[src/rtl/core/umpcf_pkg.sv]
package umpcf_pkg;

  localparam int unsigned CABLES_DEF     = 2;
  localparam int unsigned RING_DEPTH_DEF = 128;

  localparam logic [31:0] SIZE_MAP_RST = 32'h7AFF_E7E0;
  localparam logic [3:0]  CODE_MASK    = 4'h F;

  // Register indexes on the config port
  localparam logic REG_SIZE_MAP = 1'b0;

  typedef enum logic [1:0] {
    OP_NONE  = 2'd0,
    OP_DROP  = 2'd1,
    OP_WRITE = 2'd2,
    OP_READ  = 2'd3
  } op_e;

  typedef struct packed {
    op_e             op;
    logic [3:0]      cable;
    logic [1:0]      count;
    logic [2:0][7:0] bytes;
  } cmd_t;

endpackage

[src/rtl/core/usb_midi_packet_to_cable_fifos_top.sv]
// Channel  | Handshake                 | Payload
// config   | psel/penable/pwrite/pready| paddr, pwdata, prdata (size_map at 0x0)
// in       | in_valid_i / in_ready_o   | kind, header, payload_*, read_cable
// out      | out_valid_o / out_ready_i | out_byte, byte_valid, dropped
//
// Back end per word: a write packet stores one ring byte per cycle through the
// single-port ring RAM, and a read with a byte to return goes through the
// registered RAM read; an empty-ring read and the other words answer from idle.
// Two-entry command queue lets the front accept while the back works.
// The back stalls while the output register holds an untaken word.
// Reset clears indices and reloads the size_map default; ring RAM is not cleared.
module usb_midi_packet_to_cable_fifos_top #(
  parameter int unsigned CABLES     = umpcf_pkg::CABLES_DEF,
  parameter int unsigned RING_DEPTH = umpcf_pkg::RING_DEPTH_DEF
) (
  input  logic        clk_i,
  input  logic        rst_ni,
  input  logic        psel,
  input  logic        penable,
  input  logic        pwrite,
  input  logic [2:0]  paddr,
  input  logic [31:0] pwdata,
  output logic [31:0] prdata,
  output logic        pready,
  input  logic        in_valid_i,
  output logic        in_ready_o,
  input  logic        kind_i,
  input  logic [7:0]  header_i,
  input  logic [7:0]  payload_first_i,
  input  logic [7:0]  payload_second_i,
  input  logic [7:0]  payload_third_i,
  input  logic        read_cable_i,
  output logic        out_valid_o,
  input  logic        out_ready_i,
  output logic [7:0]  out_byte_o,
  output logic        byte_valid_o,
  output logic        dropped_o
);

  import umpcf_pkg::*;

  cmd_t push_cmd;
  cmd_t head_cmd;
  logic push;
  logic full;
  logic head_valid;
  logic pop;

  assign pready = 1'b1;

  umpcf_front #(
    .CABLES (CABLES)
  ) u_front (
    .clk_i            (clk_i),
    .rst_ni           (rst_ni),
    .psel             (psel),
    .penable          (penable),
    .pwrite           (pwrite),
    .paddr            (paddr),
    .pwdata           (pwdata),
    .prdata           (prdata),
    .in_valid_i       (in_valid_i),
    .in_ready_o       (in_ready_o),
    .kind_i           (kind_i),
    .header_i         (header_i),
    .payload_first_i  (payload_first_i),
    .payload_second_i (payload_second_i),
    .payload_third_i  (payload_third_i),
    .read_cable_i     (read_cable_i),
    .push_o           (push),
    .cmd_o            (push_cmd),
    .full_i           (full)
  );

  umpcf_queue u_queue (
    .clk_i   (clk_i),
    .rst_ni  (rst_ni),
    .push_i  (push),
    .cmd_i   (push_cmd),
    .full_o  (full),
    .valid_o (head_valid),
    .cmd_o   (head_cmd),
    .pop_i   (pop)
  );

  umpcf_back #(
    .CABLES     (CABLES),
    .RING_DEPTH (RING_DEPTH)
  ) u_back (
    .clk_i        (clk_i),
    .rst_ni       (rst_ni),
    .cmd_valid_i  (head_valid),
    .cmd_i        (head_cmd),
    .pop_o        (pop),
    .out_valid_o  (out_valid_o),
    .out_ready_i  (out_ready_i),
    .out_byte_o   (out_byte_o),
    .byte_valid_o (byte_valid_o),
    .dropped_o    (dropped_o)
  );

endmodule

[src/rtl/core/umpcf_ram.sv]
module umpcf_ram #(
  parameter int unsigned WIDTH = 8,
  parameter int unsigned DEPTH = 256
) (
  input  logic                     clk_i,
  input  logic                     we_i,
  input  logic [$clog2(DEPTH)-1:0] addr_i,
  input  logic [WIDTH-1:0]         wdata_i,
  output logic [WIDTH-1:0]         rdata_o
);

  logic [WIDTH-1:0] mem_q [DEPTH];
  logic [WIDTH-1:0] rdata_q;

  always_ff @(posedge clk_i) begin
    if (we_i) begin
      mem_q[addr_i] <= wdata_i;
    end
    rdata_q <= mem_q[addr_i];
  end

  assign rdata_o = rdata_q;

endmodule

[src/rtl/core/umpcf_front.sv]
module umpcf_front #(
  parameter int unsigned CABLES = 2
) (
  input  logic               clk_i,
  input  logic               rst_ni,
  input  logic               psel,
  input  logic               penable,
  input  logic               pwrite,
  input  logic [2:0]         paddr,
  input  logic [31:0]        pwdata,
  output logic [31:0]        prdata,
  input  logic               in_valid_i,
  output logic               in_ready_o,
  input  logic               kind_i,
  input  logic [7:0]         header_i,
  input  logic [7:0]         payload_first_i,
  input  logic [7:0]         payload_second_i,
  input  logic [7:0]         payload_third_i,
  input  logic               read_cable_i,
  output logic               push_o,
  output umpcf_pkg::cmd_t    cmd_o,
  input  logic               full_i
);

  import umpcf_pkg::*;

  logic [31:0] size_map_q, size_map_d;
  logic [1:0]  count;
  logic [3:0]  code;

  always_comb begin
    size_map_d = size_map_q;
    if (psel && penable && pwrite && (paddr[2] == REG_SIZE_MAP)) begin
      size_map_d = pwdata;
    end
  end

  always_ff @(posedge clk_i or negedge rst_ni) begin
    if (!rst_ni) begin
      size_map_q <= SIZE_MAP_RST;
    end else begin
      size_map_q <= size_map_d;
    end
  end

  assign prdata = (paddr[2] == REG_SIZE_MAP) ? size_map_q : 32'd0;

  assign code  = header_i[3:0] & CODE_MASK;
  assign count = size_map_q[{code, 1'b0} +: 2];

  always_comb begin
    cmd_o.op    = OP_NONE;
    cmd_o.cable = header_i[7:4];
    cmd_o.count = count;
    cmd_o.bytes = {payload_third_i, payload_second_i, payload_first_i};
    if (kind_i) begin
      cmd_o.cable = {3'd0, read_cable_i};
      if ((CABLES > 1) || !read_cable_i) begin
        cmd_o.op = OP_READ;
      end
    end else if (header_i != 8'd0) begin
      if (5'(header_i[7:4]) >= 5'(CABLES)) begin
        cmd_o.op = OP_DROP;
      end else if (count != 2'd0) begin
        cmd_o.op = OP_WRITE;
      end
    end
  end

  assign in_ready_o = !full_i;
  assign push_o     = in_valid_i && !full_i;

endmodule

[src/rtl/core/umpcf_queue.sv]
module umpcf_queue (
  input  logic            clk_i,
  input  logic            rst_ni,
  input  logic            push_i,
  input  umpcf_pkg::cmd_t cmd_i,
  output logic            full_o,
  output logic            valid_o,
  output umpcf_pkg::cmd_t cmd_o,
  input  logic            pop_i
);

  import umpcf_pkg::*;

  cmd_t       slot_q [2];
  logic       wr_ptr_q, wr_ptr_d;
  logic       rd_ptr_q, rd_ptr_d;
  logic [1:0] cnt_q, cnt_d;

  always_comb begin
    wr_ptr_d = wr_ptr_q;
    rd_ptr_d = rd_ptr_q;
    cnt_d    = cnt_q;
    if (push_i) begin
      wr_ptr_d = ~wr_ptr_q;
    end
    if (pop_i) begin
      rd_ptr_d = ~rd_ptr_q;
    end
    if (push_i && !pop_i) begin
      cnt_d = cnt_q + 2'd1;
    end else if (pop_i && !push_i) begin
      cnt_d = cnt_q - 2'd1;
    end
  end

  always_ff @(posedge clk_i or negedge rst_ni) begin
    if (!rst_ni) begin
      wr_ptr_q <= 1'b0;
      rd_ptr_q <= 1'b0;
      cnt_q    <= 2'd0;
    end else begin
      wr_ptr_q <= wr_ptr_d;
      rd_ptr_q <= rd_ptr_d;
      cnt_q    <= cnt_d;
    end
  end

  always_ff @(posedge clk_i) begin
    if (push_i) begin
      slot_q[wr_ptr_q] <= cmd_i;
    end
  end

  assign full_o  = cnt_q[1];
  assign valid_o = cnt_q != 2'd0;
  assign cmd_o   = slot_q[rd_ptr_q];

endmodule

[src/rtl/core/umpcf_back.sv]
module umpcf_back #(
  parameter int unsigned CABLES     = 2,
  parameter int unsigned RING_DEPTH = 128
) (
  input  logic            clk_i,
  input  logic            rst_ni,
  input  logic            cmd_valid_i,
  input  umpcf_pkg::cmd_t cmd_i,
  output logic            pop_o,
  output logic            out_valid_o,
  input  logic            out_ready_i,
  output logic [7:0]      out_byte_o,
  output logic            byte_valid_o,
  output logic            dropped_o
);

  import umpcf_pkg::*;

  localparam int unsigned IW = $clog2(RING_DEPTH);
  localparam int unsigned CW = (CABLES > 1) ? $clog2(CABLES) : 1;
  localparam int unsigned AW = $clog2(CABLES * RING_DEPTH);
  localparam logic [AW-1:0] DEPTH_A = AW'(RING_DEPTH);
  localparam logic [IW-1:0] LAST_IDX = IW'(RING_DEPTH - 1);

  typedef enum logic [2:0] {
    ST_IDLE  = 3'b001,
    ST_WRITE = 3'b010,
    ST_READ  = 3'b100
  } state_e;

  state_e          state_q, state_d;
  logic [IW-1:0]   wr_idx_q [CABLES];
  logic [IW-1:0]   wr_idx_d [CABLES];
  logic [IW-1:0]   rd_idx_q [CABLES];
  logic [IW-1:0]   rd_idx_d [CABLES];
  logic [CW-1:0]   cab_q, cab_d, cab;
  logic [1:0]      cnt_q, cnt_d;
  logic [1:0]      k_q, k_d;
  logic [2:0][7:0] bytes_q, bytes_d;
  logic            out_valid_q, out_valid_d;
  logic [7:0]      out_byte_q, out_byte_d;
  logic            byte_valid_q, byte_valid_d;
  logic            dropped_q, dropped_d;
  logic            go;
  logic            ram_we;
  logic [IW-1:0]   ram_idx;
  logic [AW-1:0]   ram_addr;
  logic [7:0]      ram_wdata;
  logic [7:0]      ram_rdata;

  function automatic logic [IW-1:0] next_slot(input logic [IW-1:0] idx);
    return (idx == LAST_IDX) ? '0 : idx + IW'(1);
  endfunction

  assign cab = (state_q == ST_IDLE) ? cmd_i.cable[CW-1:0] : cab_q;
  assign go  = (state_q == ST_IDLE) && cmd_valid_i && (!out_valid_q || out_ready_i);
  assign pop_o = go;

  always_comb begin
    state_d      = state_q;
    wr_idx_d     = wr_idx_q;
    rd_idx_d     = rd_idx_q;
    cab_d        = cab_q;
    cnt_d        = cnt_q;
    k_d          = k_q;
    bytes_d      = bytes_q;
    out_valid_d  = out_valid_q && !out_ready_i;
    out_byte_d   = out_byte_q;
    byte_valid_d = byte_valid_q;
    dropped_d    = dropped_q;
    ram_we       = 1'b0;
    ram_idx      = wr_idx_q[cab];
    ram_wdata    = cmd_i.bytes[0];
    unique case (state_q)
      ST_IDLE: begin
        if (go) begin
          out_byte_d   = 8'd0;
          byte_valid_d = 1'b0;
          dropped_d    = cmd_i.op == OP_DROP;
          unique case (cmd_i.op)
            OP_WRITE: begin
              out_valid_d   = 1'b1;
              ram_we        = 1'b1;
              wr_idx_d[cab] = next_slot(wr_idx_q[cab]);
              cab_d         = cab;
              cnt_d         = cmd_i.count;
              k_d           = 2'd1;
              bytes_d       = cmd_i.bytes;
              if (cmd_i.count != 2'd1) begin
                state_d = ST_WRITE;
              end
            end
            OP_READ: begin
              ram_idx = rd_idx_q[cab];
              if (rd_idx_q[cab] == wr_idx_q[cab]) begin
                out_valid_d = 1'b1;
              end else begin
                rd_idx_d[cab] = next_slot(rd_idx_q[cab]);
                state_d       = ST_READ;
              end
            end
            default: begin
              out_valid_d = 1'b1;
            end
          endcase
        end
      end
      ST_WRITE: begin
        ram_we        = 1'b1;
        ram_wdata     = bytes_q[k_q];
        wr_idx_d[cab] = next_slot(wr_idx_q[cab]);
        k_d           = k_q + 2'd1;
        if (k_q == cnt_q - 2'd1) begin
          state_d = ST_IDLE;
        end
      end
      ST_READ: begin
        out_valid_d  = 1'b1;
        out_byte_d   = ram_rdata;
        byte_valid_d = 1'b1;
        dropped_d    = 1'b0;
        state_d      = ST_IDLE;
      end
      default: begin
        state_d = ST_IDLE;
      end
    endcase
  end

  assign ram_addr = AW'(cab) * DEPTH_A + AW'(ram_idx);

  always_ff @(posedge clk_i or negedge rst_ni) begin
    if (!rst_ni) begin
      state_q     <= ST_IDLE;
      out_valid_q <= 1'b0;
      for (int i = 0; i < CABLES; i++) begin
        wr_idx_q[i] <= '0;
        rd_idx_q[i] <= '0;
      end
    end else begin
      state_q     <= state_d;
      out_valid_q <= out_valid_d;
      wr_idx_q    <= wr_idx_d;
      rd_idx_q    <= rd_idx_d;
    end
  end

  always_ff @(posedge clk_i) begin
    cab_q        <= cab_d;
    cnt_q        <= cnt_d;
    k_q          <= k_d;
    bytes_q      <= bytes_d;
    out_byte_q   <= out_byte_d;
    byte_valid_q <= byte_valid_d;
    dropped_q    <= dropped_d;
  end

  umpcf_ram #(
    .WIDTH (8),
    .DEPTH (CABLES * RING_DEPTH)
  ) u_ring (
    .clk_i   (clk_i),
    .we_i    (ram_we),
    .addr_i  (ram_addr),
    .wdata_i (ram_wdata),
    .rdata_o (ram_rdata)
  );

  assign out_valid_o  = out_valid_q;
  assign out_byte_o   = out_byte_q;
  assign byte_valid_o = byte_valid_q;
  assign dropped_o    = dropped_q;

endmodule

[config.mk]
export PLATFORM = sky130hd
export DESIGN_NAME = usb_midi_packet_to_cable_fifos_top
export DESIGN_NICKNAME = d
export VERILOG_FILES = /design/src/rtl/core/umpcf_pkg.sv /design/src/rtl/core/usb_midi_packet_to_cable_fifos_top.sv /design/src/rtl/core/umpcf_ram.sv /design/src/rtl/core/umpcf_front.sv /design/src/rtl/core/umpcf_queue.sv /design/src/rtl/core/umpcf_back.sv
export SDC_FILE = /design/constraint.sdc
export NUM_CORES = 2
export LEC_CHECK = 0
export ABC_AREA = 1
export ABC_CLOCK_PERIOD_IN_PS = 10300
export BUFFER_PORTS_ARGS = -buffer_cell sky130_fd_sc_hd__buf_2
export CORE_UTILIZATION = 40
export CTS_BUF_LIST = sky130_fd_sc_hd__clkbuf_8
export DETAILED_ROUTE_END_ITERATION = 8
export PLACE_DENSITY = 0.67
export SLEW_MARGIN = 20
export SYNTH_ARGS = -nofsm -noshare
export SYNTH_HDL_FRONTEND = slang
export SYNTH_SLANG_ARGS = --single-unit
[constraint.sdc]
create_clock -name clk_i -period 10.3 [get_ports clk_i]
set_input_delay 1.545 -clock clk_i [delete_from_list [all_inputs] [get_ports clk_i]]
set_output_delay 1.545 -clock clk_i [all_outputs]
set_load 0.005 [all_outputs]
After elaboration in Yosys (flattened, before gate mapping)
Memories as Yosys holds them, arrays and structs flattened. A register that Yosys moved wholly into a read port is not among the register bits.
Cells that the tools add are included.
{ "word_totals": {"ff_bits": 107, "ram_bits": 2112, "in_bits": 76, "mem_count": 2} }
{ "memory_table": {"columns": ["memory", "words", "width", "rd", "rd_ports_with_merged_regs", "wr", "line_no", "source"], "rows": [
  ["u_back.u_ring.mem_q", 256, 8, 1, 1, 1, "umpcf_ram.sv:12", "logic [WIDTH-1:0] mem_q [DEPTH];"],
  ["u_queue.slot_q", 2, 32, 1, 0, 1, "umpcf_queue.sv:14", "cmd_t slot_q [2];"]
]} }
{ "classes": {"add_sub_neg": 7, "n_lt_le_gt_ge": 4, "eq_ne": 17, "n_shift": 1, "muxes": 56, "bitwise": 5, "reduce_logical": 27} }
{ "ops": {"columns": ["cell", "n"], "rows": [
  ["7-bit 2-to-1 mux", 12],
  ["32-bit 2-to-1 mux", 1],
  ["32-bit by 6-bit indexed part select with 2-bit output", 1],
  ["14-bit bitwise mux", 2],
  ["14-bit 2-to-1 mux", 2],
  ["14-bit case mux with 2 select lines", 1],
  ["8-bit 2-to-1 mux", 3],
  ["8-bit binary-select mux with 2-bit select", 1],
  ["2-bit 2-to-1 mux", 8],
  ["8-bit case mux with 2 select lines", 1],
  ["7-bit by 1-bit adder with 7-bit output, second input constant", 2],
  ["7-bit == test, second input constant", 2],
  ["1-bit 2-to-1 mux", 12],
  ["3-bit 2-to-1 mux", 4],
  ["3-bit case mux with 2 select lines", 2],
  ["1-bit logical AND", 10],
  ["2-bit nonzero test", 5],
  ["3-bit inequality test, second input constant", 3],
  ["8-bit by 7-bit adder with 8-bit output", 1],
  ["1-bit case mux with 2 select lines", 4],
  ["8-bit nonzero test", 1],
  ["7-bit demux with 1-bit select", 1],
  ["7-bit == test", 1],
  ["3-bit AND reduction", 2],
  ["other kinds (23)", 35]
]} }

Depth between registers and ports, before layout
{ "depth": {"ltp_word": 12, "ltp_mapped": 24, "ltp_nobuf": 20} }

Hierarchy
A second synthesis with hierarchy kept.
{ "hier_totals": {"hier_cells": 8916, "area_unflattened_um2": 93327.0} }
{ "modules_own_cells": {"columns": ["mod", "n_inst", "cells_each", "area_per_inst_um2", "seq_area_each_um2"], "rows": [
  ["umpcf_ram", 1, 8021, 84856.4, 61659.1],
  ["umpcf_back", 1, 476, 3764.9, 1973.1],
  ["umpcf_queue", 1, 124, 2665.1, 2021.9],
  ["umpcf_front", 1, 293, 2029.4, 828.3],
  ["usb_midi_packet_to_cable_fifos_top", 1, 2, 11.3, 0.0]
]} }

Worst setup path before layout
Ideal clock, no wire load.
{ "synth_timing": {"kind": "flip-flop to flip-flop", "startpoint": "register u_back.state_q[0]", "endpoint": "memory u_back.u_ring.mem_q[0][0], data pin", "arrival_time_ns": 8.710, "setup_slack_ns": -0.138, "stages_incl_launch_ff": 5, "n_path_buf": 2, "period_less_slack_ns": 10.438, "cell_sequence": "dfstp_2 > nor3_1 > clkbuf_1 > clkbuf_1 > a31oi_1"} }
{ "synth_between": {"elab_chain_cells": 2} }
{ "synth_lines": {"columns": ["item", "line_no", "source"], "rows": [
  ["start, declared", "umpcf_back.sv:31", "state_e state_q, state_d;"],
  ["start signal, assigned", "umpcf_back.sv:141", "state_q <= state_d;"],
  ["3-bit by 2-bit == test with 1-bit output", "umpcf_back.sv:74", "unique case (state_q)"],
  ["8-bit 2-to-1 mux", "umpcf_back.sv:74", null],
  ["named net u_back.ram_wdata[0]", "umpcf_back.sv:48", "logic [7:0] ram_wdata;"],
  ["end, declared", "umpcf_ram.sv:12", null]
]} }
The timed path passes the listed nets, and every way through them passes these cells.

Worst setup path in the final report
{ "layout_timing": {"startpoint": "register u_queue.rd_ptr_q", "endpoint": "register u_back.u_ring.rdata_q[5], in the netlist u_back.u_ring.rdata_o[5], read port of u_back.u_ring.mem_q"} }
{ "layout_between": {"elab_chain_cells": 10, "elab_cells_between_ends": 14, "cone_classes": "add/sub (1); eq/ne (1); mux (10); bitwise (1); memory (1)"} }
{ "layout_lines": {"columns": ["item", "line_no", "source"], "rows": [
  ["start, declared", "umpcf_queue.sv:16", "logic rd_ptr_q, rd_ptr_d;"],
  ["start signal, assigned", "umpcf_queue.sv:43", "rd_ptr_q <= rd_ptr_d;"],
  ["memory 2 x 32 bit *", null, null],
  ["1-bit 2-to-1 mux", "umpcf_back.sv:55", "assign cab = (state_q == ST_IDLE) ? cmd_i.cable[CW-1:0] : cab_q;"],
  ["1-bit inverter with 2-bit output (implied by the code)", "umpcf_back.sv:72, umpcf_back.sv:94", null],
  ["7-bit 2-to-1 mux (on tied branches) (3 in series)", "umpcf_back.sv:72, umpcf_back.sv:94", null],
  ["7-bit 2-to-1 mux", "umpcf_back.sv:80", "unique case (cmd_i.op)"],
  ["7-bit 2-to-1 mux", "umpcf_back.sv:76", "if (go) begin"],
  ["7-bit 2-to-1 mux", "umpcf_back.sv:74", null],
  ["8-bit by 7-bit adder with 8-bit output *", "umpcf_back.sv:130", "assign ram_addr = AW'(cab) * DEPTH_A + AW'(ram_idx);"],
  ["end, declared", "umpcf_ram.sv:13", "logic [WIDTH-1:0] rdata_q;"]
]} }
Mark *: on every way between the ends. The rest lies on a longest branch, timed or not. The select of a mux whose other input is x is not followed.
A chain may end at the register's enable or synchronous reset.

==> impl_metrics.json <==
{
  "status": "finished, final reports clean",
  "synthArstFlopShare_pct": 3.06,
  "drt_wl_total_mm": 236,
  "synth_compound_gate_area_share_pct": 1.32,
  "num_rows": 177,
  "syn-cell-area_um2": 94400,
  "grt_max_degree": 232,
  "tritoncts.num_buffers": 360,
  "ys_seq_area_share_pct": 70.3,
  "synthXorXnorAreaFrac_pct": 0.130,
  "postCtsSetupBuffers": 0,
  "syn_nets": 9392,
  "post-route-period-util_pct": 62.0,
  "grt_use_met1_pct": 25.5,
  "synth_edf_count": 2145,
  "period_minus_slack_ns": 6.39,
  "synthAdderAreaFrac_pct": 0.0265,
  "place_ws_ns": 3.40,
  "die_y_um": 488,
  "fp.dieW_um": 488,
  "cts_buffer_depth": 4,
  "drc": 0,
  "grt_busiest_layer": "met2",
  "grt_pass1_vias": 62000,
  "overflow": 0,
  "ys_warn_count": 0,
  "ys.flop_type": "edfxtp_1",
  "io_pins": 121,
  "grt_util_all_layers_pct": 19.6,
  "maxSlewHeadroom_pct": 21.9,
  "crit_type": "register to register",
  "critical_path_arrival_ns": 7.41,
  "rsz0062_at_grt": "no",
  "skew_ns": 0.0877,
  "gp_congestion": 0.892,
  "ant_nets": 0,
  "placed_area_um2": 97500,
  "hold_violations": 0,
  "wl_per_cell_um": 18.5,
  "vias_per_cell": 4.99,
  "path_clk_slew_ns": 0.06,
  "met3_usage_pct": 3.88,
  "worstPathMaxFanout": 189,
  "synth_cells": 9314,
  "numPortBuffers": 117,
  "antenna_found_initial": 8,
  "max_cap_viol_count": 0,
  "drv_slew": 0,
  "nFillCells": 21600,
  "drive_gt1_share_pct": 7.37,
  "yosysUniqueCellTypes": 40,
  "cts_tree": "done",
  "dieArea_um2": 238000,
  "dr_total_vias": 63800,
  "core-area_um2": 234000,
  "clock_sinks": 2221,
  "yosysMostFrequentCell": "nand2_1",
  "synthTopCellsByCount": "5548 x nand2_1, 2145 x edfxtp_1, 483 x nor2_1",
  "first_pass_iters": 6,
  "crit_required_ns": 11.32,
  "setup_viol": 0,
  "synth_top_family_by_area": "simple AND/OR/NAND/NOR gates",
  "synth_top_area_share_pct": 68.3,
  "min_path_type": "register to register",
  "cts_resized": 0,
  "dp_hpwl_mm": 127,
  "area_growth_pct": 10.0,
  "clk_latency_ns": 1.10,
  "htree_levels": 5,
  "drtIter0Drc": 6459,
  "synth-simple-area-share_pct": 25.2,
  "final_util_pct": 44.4,
  "initial_utilization_pct": 40.4,
  "synthMuxAreaShare_pct": 0.0252,
  "synth_area_per_cell_um2": 10.1,
  "synth_area_leader_cell": "edfxtp_1",
  "cp-end-kind": "register",
  "max_slew.worst_pin.slew_ns": 1.17,
  "use_met2_pct": 31.8,
  "fmax_ghz": 0.156,
  "nets": 9463,
  "start_kind": "register",
  "ctsHoldBuffers": 0,
  "grt_pass1_wl_mm": 360,
  "final_area_um2": 104000,
  "cts_root_buffer": "clkbuf_8",
  "fin_ws_ns": 3.91,
  "synth.area.top_cells": "edfxtp_1 68%, nand2_1 22%, nor2_1 1.9%, buf_2 1.4%, dfrtp_1 1.2%",
  "ys_ff_latch": 2221
}
[logic make-up (layout without fill, tap and decap cells)]
| group | count (synthesis) | in the layout |
|---|---|---|
| fa+ha+maj | 2 | 2 |
| xor+xnor | 14 | 14 |
| mux | 2 | 2 |
| flops | 2221 | 2221 |
| other cells | 1 | 5 |
| compound gates | 239 | 239 |
| simple gates | 6223 | 6223 |
| buf+inv | 612 | 943 |
[worst paths after layout]
kind,start,endpoint,slack (ns),cells after the start
worst min-delay path,u_queue.slot_q[1][8],u_back.bytes_q[8],0.48,2
worst max-delay path,u_queue.rd_ptr_q,u_back.u_ring.rdata_o[5],3.91,22
max in group asynchronous,rst_ni,u_front.size_map_q[3],8.98,2
min in group asynchronous,rst_ni,u_back.out_valid_o,0.73,2
worst min register to register,u_queue.slot_q[1][8],u_back.bytes_q[8],0.48,2
worst max register to register,u_queue.rd_ptr_q,u_back.u_ring.rdata_o[5],3.91,22
[layer usage]
metal	part of all wire, %	wire [um]	vias to the layer above
li1	-	-	30400
met1	40	95600	30400
met2	47	112000	2449
met3	8.2	19400	492
met4	4.1	9580	0
met5	0	0	-
[final cells by class]
cell class	count	area [um2]	area share [%]
Antenna cell	4	10.0	0.00964
Clock buffer	369	5080	4.89
Clock inverter	253	1240	1.19
Inverter	130	488	0.470
Multi-Input combinational cell	6481	25400	24.5
Sequential cell	2221	66300	63.9
Tap cell	3132	3920	3.77
Timing Repair Buffer	191	1390	1.34
[registers in the layout, indices dropped and copies added (netlist names), 2 cells and up]
register               count
u_queue.slot_q            58
u_back.u_ring.rdata_o      8
u_back.cnt_q               2
u_queue.cnt_q              2
u_back.state_q             3
u_back.u_ring.mem_q     2048
u_back.wr_idx_q           14
u_back.bytes_q            24
u_back.k_q                 2
u_back.rd_idx_q           14
u_front.size_map_q        32
u_back.out_byte_o          8
[worst max-delay path, stage by stage (launching register included)]
cell     delay [ns]
dfrtp_1        0.36
buf_4          0.26
inv_2          0.49
nand2_1        0.12
nand2_1        0.15
nand2_2        0.09
nor2_4         0.42
nand3_4        0.66
nand2_8        0.85
buf_12         0.66
buf_4          0.87
nand2_1        0.13
nand2_1        0.11
nand2_1        0.05
nand2_1        0.13
nand2_1        0.08
nand2_1        0.16
o21ai_1        0.10
nand2_1        0.10
nor2_1         0.07
nor2_1         0.09
nor2_1         0.06
nand2_1        0.08
[cell usage in the layout (no fill, tap or decap), types with 3 or more instances in the layout]
cell type	n
nand4_1	27
clkinv_1	99
o21ai_0	52
dfrtp_1	45
buf_2	117
nor3_1	5
nand2_2	11
xor2_1	6
a21oi_1	52
edfxtp_1	2145
bufinv_16	8
inv_1	215
o21ai_2	9
buf_12	18
dfstp_2	23
diode_2	4
inv_6	4
xnor2_1	8
a31oi_4	8
dfxtp_1	8
nor2_1	479
nand3_1	130
nor2_4	10
clkbuf_8	369
o21ai_1	113
nand2_1	5542
clkinvlp_4	3
buf_4	55
nor2_2	6
clkinv_2	37
inv_2	17
nand3_4	3
[stage by stage]
stage	TNS, ns	instances	hold slack [ns]
finish	0	12800	0.477
global route	0	12800	0.499
CTS	0	12800	0.477
detailed placement	0	12200	0.472
global placement	0	12200	0.456
floorplan	-283.63	9314	0.442
Power is not shown: default switching activity piles up to over one toggle a cycle in this logic, so the estimate is an artifact.
